### src/sv/slcfr_pkg.sv
// Shared types and constants for the sync/length/checksum frame receiver.
`timescale 1ns / 1ps
`default_nettype none

package slcfr_pkg;

	localparam int BYTE_W = 8;
	localparam int CFG_INDEX_W = 1;

	// Register indexes on the configuration port
	localparam logic [CFG_INDEX_W-1:0] REG_SYNC_VALUE = 1'b0;
	localparam logic [CFG_INDEX_W-1:0] REG_TIMEOUT_TICKS = 1'b1;

	localparam logic [BYTE_W-1:0] SYNC_VALUE_RESET = 8'd0;
	localparam logic [BYTE_W-1:0] TIMEOUT_TICKS_RESET = 8'd3;
	localparam logic [BYTE_W-1:0] IDLE_MAX = 8'hFF;

	// Item kinds
	localparam logic ACT_BYTE = 1'b0;
	localparam logic ACT_TICK = 1'b1;

	typedef struct packed {
		logic              action;
		logic [BYTE_W-1:0] rx_byte;
	} in_item_t;

	typedef struct packed {
		logic              payload_valid;
		logic [BYTE_W-1:0] payload_index;
		logic [BYTE_W-1:0] payload_byte;
		logic              frame_good;
		logic              frame_bad;
		logic              timeout_abort;
	} out_item_t;

endpackage

`default_nettype wire

### src/sv/slcfr_in_reg.sv
// Input register stage: holds one accepted item until the core consumes it.
`timescale 1ns / 1ps
`default_nettype none

module slcfr_in_reg (
	input  wire logic               clk,
	input  wire logic               arst_n,
	input  wire logic               in_valid,
	output logic                    in_ready,
	input  wire slcfr_pkg::in_item_t in_item,
	input  wire logic               advance,
	output logic                    valid_s1,
	output slcfr_pkg::in_item_t     item_s1
);
	import slcfr_pkg::*;

	logic valid_s1_q;

	// The stage frees up in the same cycle its item moves on
	assign in_ready = !valid_s1_q || advance;
	assign valid_s1 = valid_s1_q;

	always_ff @(posedge clk or negedge arst_n) begin
		if (!arst_n) begin
			valid_s1_q <= 1'b0;
		end else if (in_ready) begin
			valid_s1_q <= in_valid;
		end
	end

	always_ff @(posedge clk) begin
		if (in_valid && in_ready) begin
			item_s1 <= in_item;
		end
	end

endmodule

`default_nettype wire

### src/sv/slcfr_core.sv
// Frame state, configuration registers and the combinational step logic.
`timescale 1ns / 1ps
`default_nettype none

module slcfr_core (
	input  wire logic                                   clk,
	input  wire logic                                   arst_n,
	input  wire logic                                   cfg_we,
	input  wire logic [slcfr_pkg::CFG_INDEX_W-1:0]      cfg_index,
	input  wire logic [slcfr_pkg::BYTE_W-1:0]           cfg_wdata,
	input  wire logic                                   step,
	input  wire slcfr_pkg::in_item_t                    item_s1,
	output slcfr_pkg::out_item_t                        result
);
	import slcfr_pkg::*;

	typedef struct packed {
		logic              in_frame;
		logic              have_length;
		logic [BYTE_W-1:0] bytes_left;
		logic [BYTE_W-1:0] running_sum;
		logic [BYTE_W-1:0] write_index;
		logic [BYTE_W-1:0] idle_count;
	} frame_state_t;

	frame_state_t      state_q, state_d;
	logic [BYTE_W-1:0] sync_value_q;
	logic [BYTE_W-1:0] timeout_ticks_q;
	logic [BYTE_W-1:0] sum_next;
	logic [BYTE_W-1:0] left_next;
	logic [BYTE_W-1:0] idle_next;

	always_ff @(posedge clk or negedge arst_n) begin
		if (!arst_n) begin
			sync_value_q    <= SYNC_VALUE_RESET;
			timeout_ticks_q <= TIMEOUT_TICKS_RESET;
		end else if (cfg_we) begin
			unique case (cfg_index)
				REG_SYNC_VALUE:    sync_value_q <= cfg_wdata;
				REG_TIMEOUT_TICKS: timeout_ticks_q <= cfg_wdata;
				default: ;
			endcase
		end
	end

	always_comb begin
		sum_next  = state_q.running_sum + item_s1.rx_byte;
		left_next = state_q.bytes_left - 8'd1;
		idle_next = (state_q.idle_count == IDLE_MAX) ? state_q.idle_count
			: state_q.idle_count + 8'd1;
		state_d = state_q;
		result  = '0;
		if (item_s1.action == ACT_BYTE) begin
			state_d.idle_count = '0;
			if (!state_q.in_frame) begin
				if (item_s1.rx_byte == sync_value_q) begin
					state_d.in_frame    = 1'b1;
					state_d.have_length = 1'b0;
				end
			end else if (!state_q.have_length) begin
				// Length byte seeds the sum and loads the count with L-1
				state_d.have_length = 1'b1;
				state_d.running_sum = item_s1.rx_byte;
				state_d.bytes_left  = item_s1.rx_byte - 8'd1;
				state_d.write_index = '0;
			end else begin
				state_d.running_sum = sum_next;
				state_d.bytes_left  = left_next;
				if (left_next == '0) begin
					// Checksum byte closes the frame
					state_d.in_frame    = 1'b0;
					state_d.have_length = 1'b0;
					result.frame_good   = (sum_next == '0);
					result.frame_bad    = (sum_next != '0);
				end else begin
					result.payload_valid = 1'b1;
					result.payload_index = state_q.write_index;
					result.payload_byte  = item_s1.rx_byte;
					state_d.write_index  = state_q.write_index + 8'd1;
				end
			end
		end else begin
			state_d.idle_count = idle_next;
			if (state_q.in_frame && (idle_next > timeout_ticks_q)) begin
				state_d.in_frame     = 1'b0;
				state_d.have_length  = 1'b0;
				result.timeout_abort = 1'b1;
			end
		end
	end

	always_ff @(posedge clk or negedge arst_n) begin
		if (!arst_n) begin
			state_q <= '0;
		end else if (step) begin
			state_q <= state_d;
		end
	end

endmodule

`default_nettype wire

### src/sv/slcfr_out_reg.sv
// Result register: holds one result item until the downstream side takes it.
`timescale 1ns / 1ps
`default_nettype none

module slcfr_out_reg (
	input  wire logic                 clk,
	input  wire logic                 arst_n,
	input  wire logic                 load,
	input  wire slcfr_pkg::out_item_t result,
	output logic                      can_load,
	output logic                      out_valid,
	input  wire logic                 out_ready,
	output slcfr_pkg::out_item_t      out_item
);
	import slcfr_pkg::*;

	logic      out_valid_q;
	out_item_t out_item_q;

	assign can_load  = !out_valid_q || out_ready;
	assign out_valid = out_valid_q;
	assign out_item  = out_item_q;

	always_ff @(posedge clk or negedge arst_n) begin
		if (!arst_n) begin
			out_valid_q <= 1'b0;
		end else if (can_load) begin
			out_valid_q <= load;
		end
	end

	always_ff @(posedge clk) begin
		if (load) begin
			out_item_q <= result;
		end
	end

endmodule

`default_nettype wire

### src/sv/sync_length_checksum_frame_receiver.sv
// Top level of the sync/length/checksum frame receiver.
//
//   port group   direction  handshake            payload
//   in_*         input      in_valid/in_ready    in_item (action, rx_byte)
//   out_*        output     out_valid/out_ready  out_item (payload and frame flags)
//   cfg_*        input      cfg_we               cfg_index, cfg_wdata
//
// One item per cycle sustained while out_ready stays high. An item is first held in
// the input register, where the step logic updates the frame state, then sits in
// the result register. Reset clears the frame state and loads sync_value 0,
// timeout_ticks 3. When out_ready is low the result holds, the input register
// holds behind it, and in_ready drops once both are full.
`timescale 1ns / 1ps
`default_nettype none

module sync_length_checksum_frame_receiver (
	input  wire logic                              clk,
	input  wire logic                              arst_n,
	input  wire logic                              in_valid,
	output logic                                   in_ready,
	input  wire slcfr_pkg::in_item_t               in_item,
	output logic                                   out_valid,
	input  wire logic                              out_ready,
	output slcfr_pkg::out_item_t                   out_item,
	input  wire logic                              cfg_we,
	input  wire logic [slcfr_pkg::CFG_INDEX_W-1:0] cfg_index,
	input  wire logic [slcfr_pkg::BYTE_W-1:0]      cfg_wdata
);
	import slcfr_pkg::*;

	logic      valid_s1;
	in_item_t  item_s1;
	out_item_t result;
	logic      can_load;
	logic      advance;

	assign advance = valid_s1 && can_load;

	slcfr_in_reg u_in_reg (
		.clk      (clk),
		.arst_n   (arst_n),
		.in_valid (in_valid),
		.in_ready (in_ready),
		.in_item  (in_item),
		.advance  (advance),
		.valid_s1 (valid_s1),
		.item_s1  (item_s1)
	);

	slcfr_core u_core (
		.clk       (clk),
		.arst_n    (arst_n),
		.cfg_we    (cfg_we),
		.cfg_index (cfg_index),
		.cfg_wdata (cfg_wdata),
		.step      (advance),
		.item_s1   (item_s1),
		.result    (result)
	);

	slcfr_out_reg u_out_reg (
		.clk       (clk),
		.arst_n    (arst_n),
		.load      (advance),
		.result    (result),
		.can_load  (can_load),
		.out_valid (out_valid),
		.out_ready (out_ready),
		.out_item  (out_item)
	);

endmodule

`default_nettype wire

### config.mk
export PLATFORM = sky130hd
export DESIGN_NAME = sync_length_checksum_frame_receiver
export DESIGN_NICKNAME = d
export VERILOG_FILES = /design/src/sv/slcfr_pkg.sv /design/src/sv/slcfr_in_reg.sv /design/src/sv/slcfr_core.sv /design/src/sv/slcfr_out_reg.sv /design/src/sv/sync_length_checksum_frame_receiver.sv
export SDC_FILE = /design/constraint.sdc
export NUM_CORES = 1
export LEC_CHECK = 0
export BUFFER_PORTS_ARGS = -buffer_cell sky130_fd_sc_hd__buf_4
export CORE_UTILIZATION = 42
export CTS_BUF_LIST = sky130_fd_sc_hd__clkbuf_4
export CTS_CLUSTER_DIAMETER = 50
export CTS_CLUSTER_SIZE = 24
export DETAILED_ROUTE_END_ITERATION = 7
export GPL_ROUTABILITY_DRIVEN = 0
export SLEW_MARGIN = 25
export SYNTH_ARGS = -nofsm -noshare
export SYNTH_HDL_FRONTEND = slang
export SYNTH_HIERARCHICAL = 1
export SYNTH_SLANG_ARGS = --single-unit
### constraint.sdc
create_clock -name clk -period 6.4 [get_ports clk]
set_input_delay 0.64 -clock clk [delete_from_list [all_inputs] [get_ports clk]]
set_output_delay 0.64 -clock clk [all_outputs]
set_load 0.01 [all_outputs]
==> reports/summary.txt, run 1 <==
Top_reg_cell synth = dfrtp_1
WS Path Type = flop to flop
Flops & latches, synth = 81
Starting Density = 43.5%
Die W = 105 um
Gr usage total = 19.3%
CP max stage delay = 0.46 ns
Ys async rst share = 64.2%
Inserted Clock Buffers = 9
Placeable Area = 10300 um^2
Crit path buf inv count = 0
Clock skew = 0.0113 ns
VDD IR max = 0.140 mV
Total number of vias = 3304
Die height = 105 um
Most Crowded Layer GR = met2
Met2 Use GR = 30.1%
Via-per-instance ratio = 5.52
Initial DRC count = 187
Routing usage on met3 = 4.33%
Yosys warning count = 6
Pin count of the biggest net entering global routing = 53
Antenna Nets Post-Route = 0
I/O Buffers = 44
Register area share after synthesis = 48.4%
Post-CTS Resized = 0
Root buf cell = clkbuf_4
Hold_buf cts = 0
Number of synthesized flops with an enable pin = 29
Number of remaining DRC errors = 0
GRT overflow = 0
Syn avg cell area = 10.6 um^2
Drt total wl = 9960 um
Final #Nets = 501
I/O pins = 45
CP Cell Sequence = ha_1 > nand3_1 > nor2_1 > mux2_2 > ha_1 > nor2b_1 > o211ai_1 > a21oi_1 > o21ai_0 > a311o_1
Initial antenna violation count = 1
Worst hold path class = input port to asynchronous set/reset pin
Reg clk slew, reported paths = 0.13 ns
Net count after synthesis = 468
Cell taking the most area after synthesis = dfrtp_1
Hpwl dp = 6720 um
FMAX = 0.337 GHz
Final setup viols = 0
Layout cells sized above 1 = 20.8%
Crit path max-delay family = compound AO/OA/AOI/OAI gates
Final Cycle Share = 46.4%
# Post-CTS Setup Buffers = 0
M1 GR Usage = 27.2%
Max Buffers Root-to-Sink = 2
Tmin final = 2.97 ns
Synthesized area = 4490 um^2
Layout Utilization = 49.2%
Synth top area cells = dfrtp_1, edfxtp_1, ha_1
Critical Path RT = 6.72 ns
Worst Path Arrival = 3.28 ns
Fin worst setup slack = 3.43 ns
Vias in the first global route = 3197
Most used cell, CP = ha_1
P_leak = 2.18 nW
Post-synth top area share = 27.9%
Final Hold Vio Count = 0
Setup crit start kind = flop
Clk_lat worst skew = 0.43 ns
CTS tree = done
Cells after synthesis = 424
Least-Margin Pin Slew = 0.818 ns
RSZ-0062 raised after global routing = false
Die area = 11100 um^2
Area delta synth->final = 13.1%
Netlist cell types = 65
Rel. slew slack = 45.1%
Placement Setup Slack = 3.48 ns
Sink Count = 81
First-pass GRT wire length = 16500 um
Number of max-cap violations = 0
Status = finished clean
Clock H-tree levels = 3
Setup crit end kind = flop
Slew Viols, Final = 0
Crit Path Max Fanout = 7
Core Rows = 37
Pwr/cell area = 362 nW/um^2
Wire per inst = 16.6 um
Initial DRT Pass Iterations = 5
Slowest CP cell = dfrtp_1
Total Neg Setup Slack = 0 ns
## state kept, by name, indices dropped and copies added, names as in the netlist
signal,cells
u_core/state_q,34
u_core/sync_value_q,8
u_core/timeout_ticks_q,8
u_in_reg/item_s1,9
u_in_reg/valid_s1,1
u_out_reg/out_item,20
u_out_reg/out_valid,1
## cells in the mapped netlist, types with 3 or more instances
master and count:
a22o_1 3, nand3b_1 7, a221o_1 4, nor2b_1 4
dfrtp_1 50, o211ai_1 3, nand2_1 29, nor4_1 4
edfxtp_1 29, xnor2_1 9, buf_2 4, nor3b_1 9
or4_1 3, o31ai_1 4, mux2_2 19, clkbuf_1 19
nand3_1 17, inv_1 18, o21ai_0 21, a211o_1 4
nor3_1 10, xor2_1 15, a21oi_1 20, o2bb2ai_1 3
nand4_1 4, ha_1 20, nor2_1 24, and3_1 18
## metal layers
layer,vias up,part of all wire [%]
met5,-,0
met4,0,0.95
met3,7,4.8
met2,84,45
met1,1587,49
li1,1626,-
## path summary, 6_finish.rpt
path                                                           end  slack, ns                           start  depth (start not counted)
worst max-delay path                u_core/state_q[32]$_DFFE_PN0P_       3.43   u_core/state_q[0]$_DFFE_PN0P_                         10
worst min-delay path            u_core/sync_value_q[1]$_DFFE_PN0P_       0.23                          arst_n                          1
max in group asynchronous           u_core/state_q[32]$_DFFE_PN0P_       5.64                          arst_n                          1
worst min register to register      u_core/state_q[21]$_DFFE_PN0P_       0.52  u_core/state_q[21]$_DFFE_PN0P_                          2
worst max register to register      u_core/state_q[32]$_DFFE_PN0P_       3.43   u_core/state_q[0]$_DFFE_PN0P_                         10
min in group clk                     u_in_reg/item_s1[0]$_DFFE_PP_       0.38                      in_item[0]                          1
## cell type report
type,instances,area (um^2)
multi-input combinational,301,2150
sequential,81,2180
inverter,18,67.6
clock buffer,11,82.6
tap,136,170
fill,973,5250
clock inverter,5,80.1
timing repair buffer,46,345
antenna,1,2.50
## cell usage in the layout, fill, tap and decap left out, types with 7 or more instances in the layout
cell | Yosys | final
o21ai_0 | 21 | 21
a21oi_1 | 20 | 20
buf_4 | 1 | 46
dfrtp_1 | 50 | 49
nand2_1 | 29 | 29
xnor2_1 | 9 | 9
ha_1 | 20 | 20
inv_1 | 18 | 18
nand3_1 | 17 | 17
xor2_1 | 15 | 15
nor3_1 | 10 | 9
nor2_1 | 24 | 24
and3_1 | 18 | 18
edfxtp_1 | 29 | 29
clkbuf_4 | 0 | 11
nor3b_1 | 9 | 9
mux2_2 | 19 | 19
nand3b_1 | 7 | 7
## kinds of logic (layout without fill, tap and decap cells)
group	after synthesis	after routing	share of synthesized area, %
compound gates	88	88	13.6
xor+xnor	24	24	4.68
fa+ha+maj	21	21	6.02
buf+inv	42	80	3.71
flops	81	81	48.4
mux	21	21	5.32
other cells	0	1	0
simple gates	147	147	18.2
## worst reg2reg max path, stage by stage, from the launching register on
cell	delay, ns
dfrtp_1	0.46
ha_1	0.28
nand3_1	0.14
nor2_1	0.37
mux2_2	0.41
ha_1	0.29
nor2b_1	0.12
o211ai_1	0.08
a21oi_1	0.15
o21ai_0	0.15
a311o_1	0.38
## through the flow
step / cells / hold slack, ns / total power [mW] / instance area, um^2
after floorplan: 424 / 0.344 / 1.30 / 4490
after global placement: 582 / 0.471 / 1.48 / 4910
after detailed placement: 582 / 0.494 / 1.50 / 4910
after CTS: 598 / 0.251 / 1.85 / 5070
after global routing: 599 / 0.263 / 1.97 / 5080
final: 599 / 0.233 / 1.84 / 5080
## where the power goes
part	internal [mW]	total [mW]	switching [mW]
Sequential	0.678	0.836	0.157
Clock	0.167	0.344	0.178
Combinational	0.311	0.660	0.349
Power figures use the tool's default switching activity.
==> run 2, diff against run 1 <==
==> constraint.sdc (replaced) <==
create_clock -name clk -period 2.6 [get_ports clk]
set_input_delay 0.26 -clock clk [delete_from_list [all_inputs] [get_ports clk]]
set_output_delay 0.26 -clock clk [all_outputs]
set_load 0.01 [all_outputs]
==> reports/summary.txt, run 2 (synthesis results as in run 1) <==
Status = finished clean
Met2 Use GR = 32.6% (+2.5 points)
I/O pins = 45 (unchanged)
Initial DRC count = 166 (-11%)
WS Path Type = flop to flop
P_leak = 2.34 nW (+7.7%)
Worst hold path class = input port to flop
Crit Path Max Fanout = 7 (unchanged)
Pwr/cell area = 854 nW/um^2 (+140%)
Placement Setup Slack = -0.0174 ns (-3.50 ns)
Number of remaining DRC errors = 0 (unchanged)
CP Cell Sequence = ha_2 > nand3_2 > nor2_4 > mux2_4 > ha_1 > nor2b_1 > o211ai_1 > a21oi_1 > o21ai_1 > a311o_1
Final setup viols = 0 (unchanged)
Layout cells sized above 1 = 24.4% (+3.7 points)
Most Crowded Layer GR = met2
CTS tree = done
Pin count of the biggest net entering global routing = 53 (unchanged)
Number of max-cap violations = 0 (unchanged)
Sink Count = 81 (unchanged)
Hpwl dp = 7270 um (+8.3%)
FMAX = 0.394 GHz (+17%)
Clk_lat worst skew = 0.45 ns (+0.02 ns)
Gr usage total = 20.0% (+0.72 points)
Via-per-instance ratio = 5.54 (+0.44%)
Routing usage on met3 = 3.09% (-1.2 points)
CP max stage delay = 0.41 ns (-0.05 ns)
Largest reg by FF count = u_core/state_q
Final #Nets = 538 (+7.4%)
Slowest CP cell = dfrtp_1
Placeable Area = 10300 um^2 (unchanged)
Inserted Clock Buffers = 9 (unchanged)
Die height = 105 um (unchanged)
Max FFs per register = 34 (unchanged)
Die area = 11100 um^2 (unchanged)
Total power = 4.59 mW (+150%)
Slew Viols, Final = 0 (unchanged)
Max Buffers Root-to-Sink = 2 (unchanged)
Clock skew = 0.0143 ns (+0.00292 ns)
Die W = 105 um (unchanged)
Register Area = 2170 um^2 (about the same)
Root buf cell = clkbuf_4
Wire per inst = 16.3 um (-2.1%)
Antenna cell count = 0 (-1)
Initial DRT Pass Iterations = 4 (-1)
Starting Density = 43.5% (unchanged)
Multi-input gate area = 2180 um^2 (+1.3%)
Final Cycle Share = 97.5% (+51 points)
Rel. slew slack = 49.2% (+4.1 points)
Vias in the first global route = 3453 (+8.0%)
Total number of vias = 3518 (+6.5%)
Commonest cells after routing, fill and taps aside = buf_4, dfrtp_1, nand2_1, edfxtp_1, nor2_1
Total Neg Setup Slack = 0 ns (unchanged)
VDD IR max = 0.399 mV (+190%)
Critical Path RT = 2.94 ns (-3.78 ns)
Core Rows = 37 (unchanged)
M1 GR Usage = 26.7% (-0.49 points)
Least-Margin Pin Slew = 0.761 ns (-0.0579 ns)
Clock H-tree levels = 3 (unchanged)
Fin worst setup slack = 0.0645 ns (-3.37 ns)
# fillers = 949 (-2.5%)
Layout Utilization = 52.1% (+2.9 points)
Antenna Nets Post-Route = 0 (unchanged)
Final Hold Vio Count = 0 (unchanged)
Initial antenna violation count = 0 (-1)
Reg clk slew, reported paths = 0.13 ns (about the same)
GRT overflow = 0 (unchanged)
Setup crit end kind = flop
First-pass GRT wire length = 17100 um (+3.8%)
Worst Path Arrival = 2.87 ns (-0.41 ns)
Drt total wl = 10300 um (+3.8%)
R2r setup slk = 0.06 ns (-3.37 ns)
Most common cell after layout, fill and taps aside = buf_4
Area delta synth->final = 19.7%
Setup crit start kind = flop
Tmin final = 2.54 ns (-0.431 ns)
I/O Buffers = 44 (unchanged)
-- run 2: cell type report --
class | count | area share (%)
multi-input combinational | 301 | 40.6
sequential | 81 | 40.5
timing repair buffer | 83 | 12.1
tap | 136 | 3.17
clock buffer | 11 | 1.54
inverter | 18 | 1.26
clock inverter | 5 | 0.885
-- run 2: layer usage --
layer,part of all wire (%),routed length [um]
met5,0,0
met4,1.4,140
met3,3.7,387
met2,48,4970
met1,47,4840
-- run 2: worst paths after layout --
path | depth (start not counted) | to | startpoint
min reg2reg | 2 | u_core/state_q[16]$_DFFE_PN0P_ | u_core/state_q[16]$_DFFE_PN0P_
min | 2 | u_core/timeout_ticks_q[1]$_DFFE_PN1P_ | cfg_wdata[1]
max | 10 | u_core/state_q[33]$_DFFE_PN0P_ | u_core/state_q[1]$_DFFE_PN0P_
max in group asynchronous | 2 | u_core/state_q[15]$_DFFE_PN0P_ | arst_n
min in group asynchronous | 2 | u_core/sync_value_q[1]$_DFFE_PN0P_ | arst_n
max reg2reg | 10 | u_core/state_q[33]$_DFFE_PN0P_ | u_core/state_q[1]$_DFFE_PN0P_
-- run 2: worst max-delay path: cells and delay by family, from the launching register on --
kind / cells / cell delay (ns)
multiplexers: 1 / 0.33
flip-flops: 1 / 0.41
adder cells (fa/ha/maj): 2 / 0.50
AND/OR/NAND/NOR: 3 / 0.46
AO/OA/AOI/OAI: 4 / 0.72
-- run 2: timing repair --
action                                  in CTS  in global routing
pin swaps                                    0                  2
buffers inserted                             0                  2
resized for setup                            1                  7
endpoints found under the setup margin       3                  7
hold endpoints to repair                    60                  0
hold buffers                                11                  0
-- run 2: metrics by stage --
step                area [um^2]  cells  hold slack, ns
finish                     5380    635          0.0514
global placement           5090    606           0.352
detailed placement         5090    606           0.359
CTS                        5330    633          0.0373
global route               5380    635          0.0331
floorplan                  4490    424         -0.0356
-- run 2: power by group --
group          internal (mW)  leakage, nW  total, mW  switching, mW
Combinational          0.880         1.36       1.90           1.02
Clock                  0.306       0.0757      0.743          0.437
Sequential              1.67        0.903       1.95          0.280
Total                   2.86         2.34       4.59           1.73
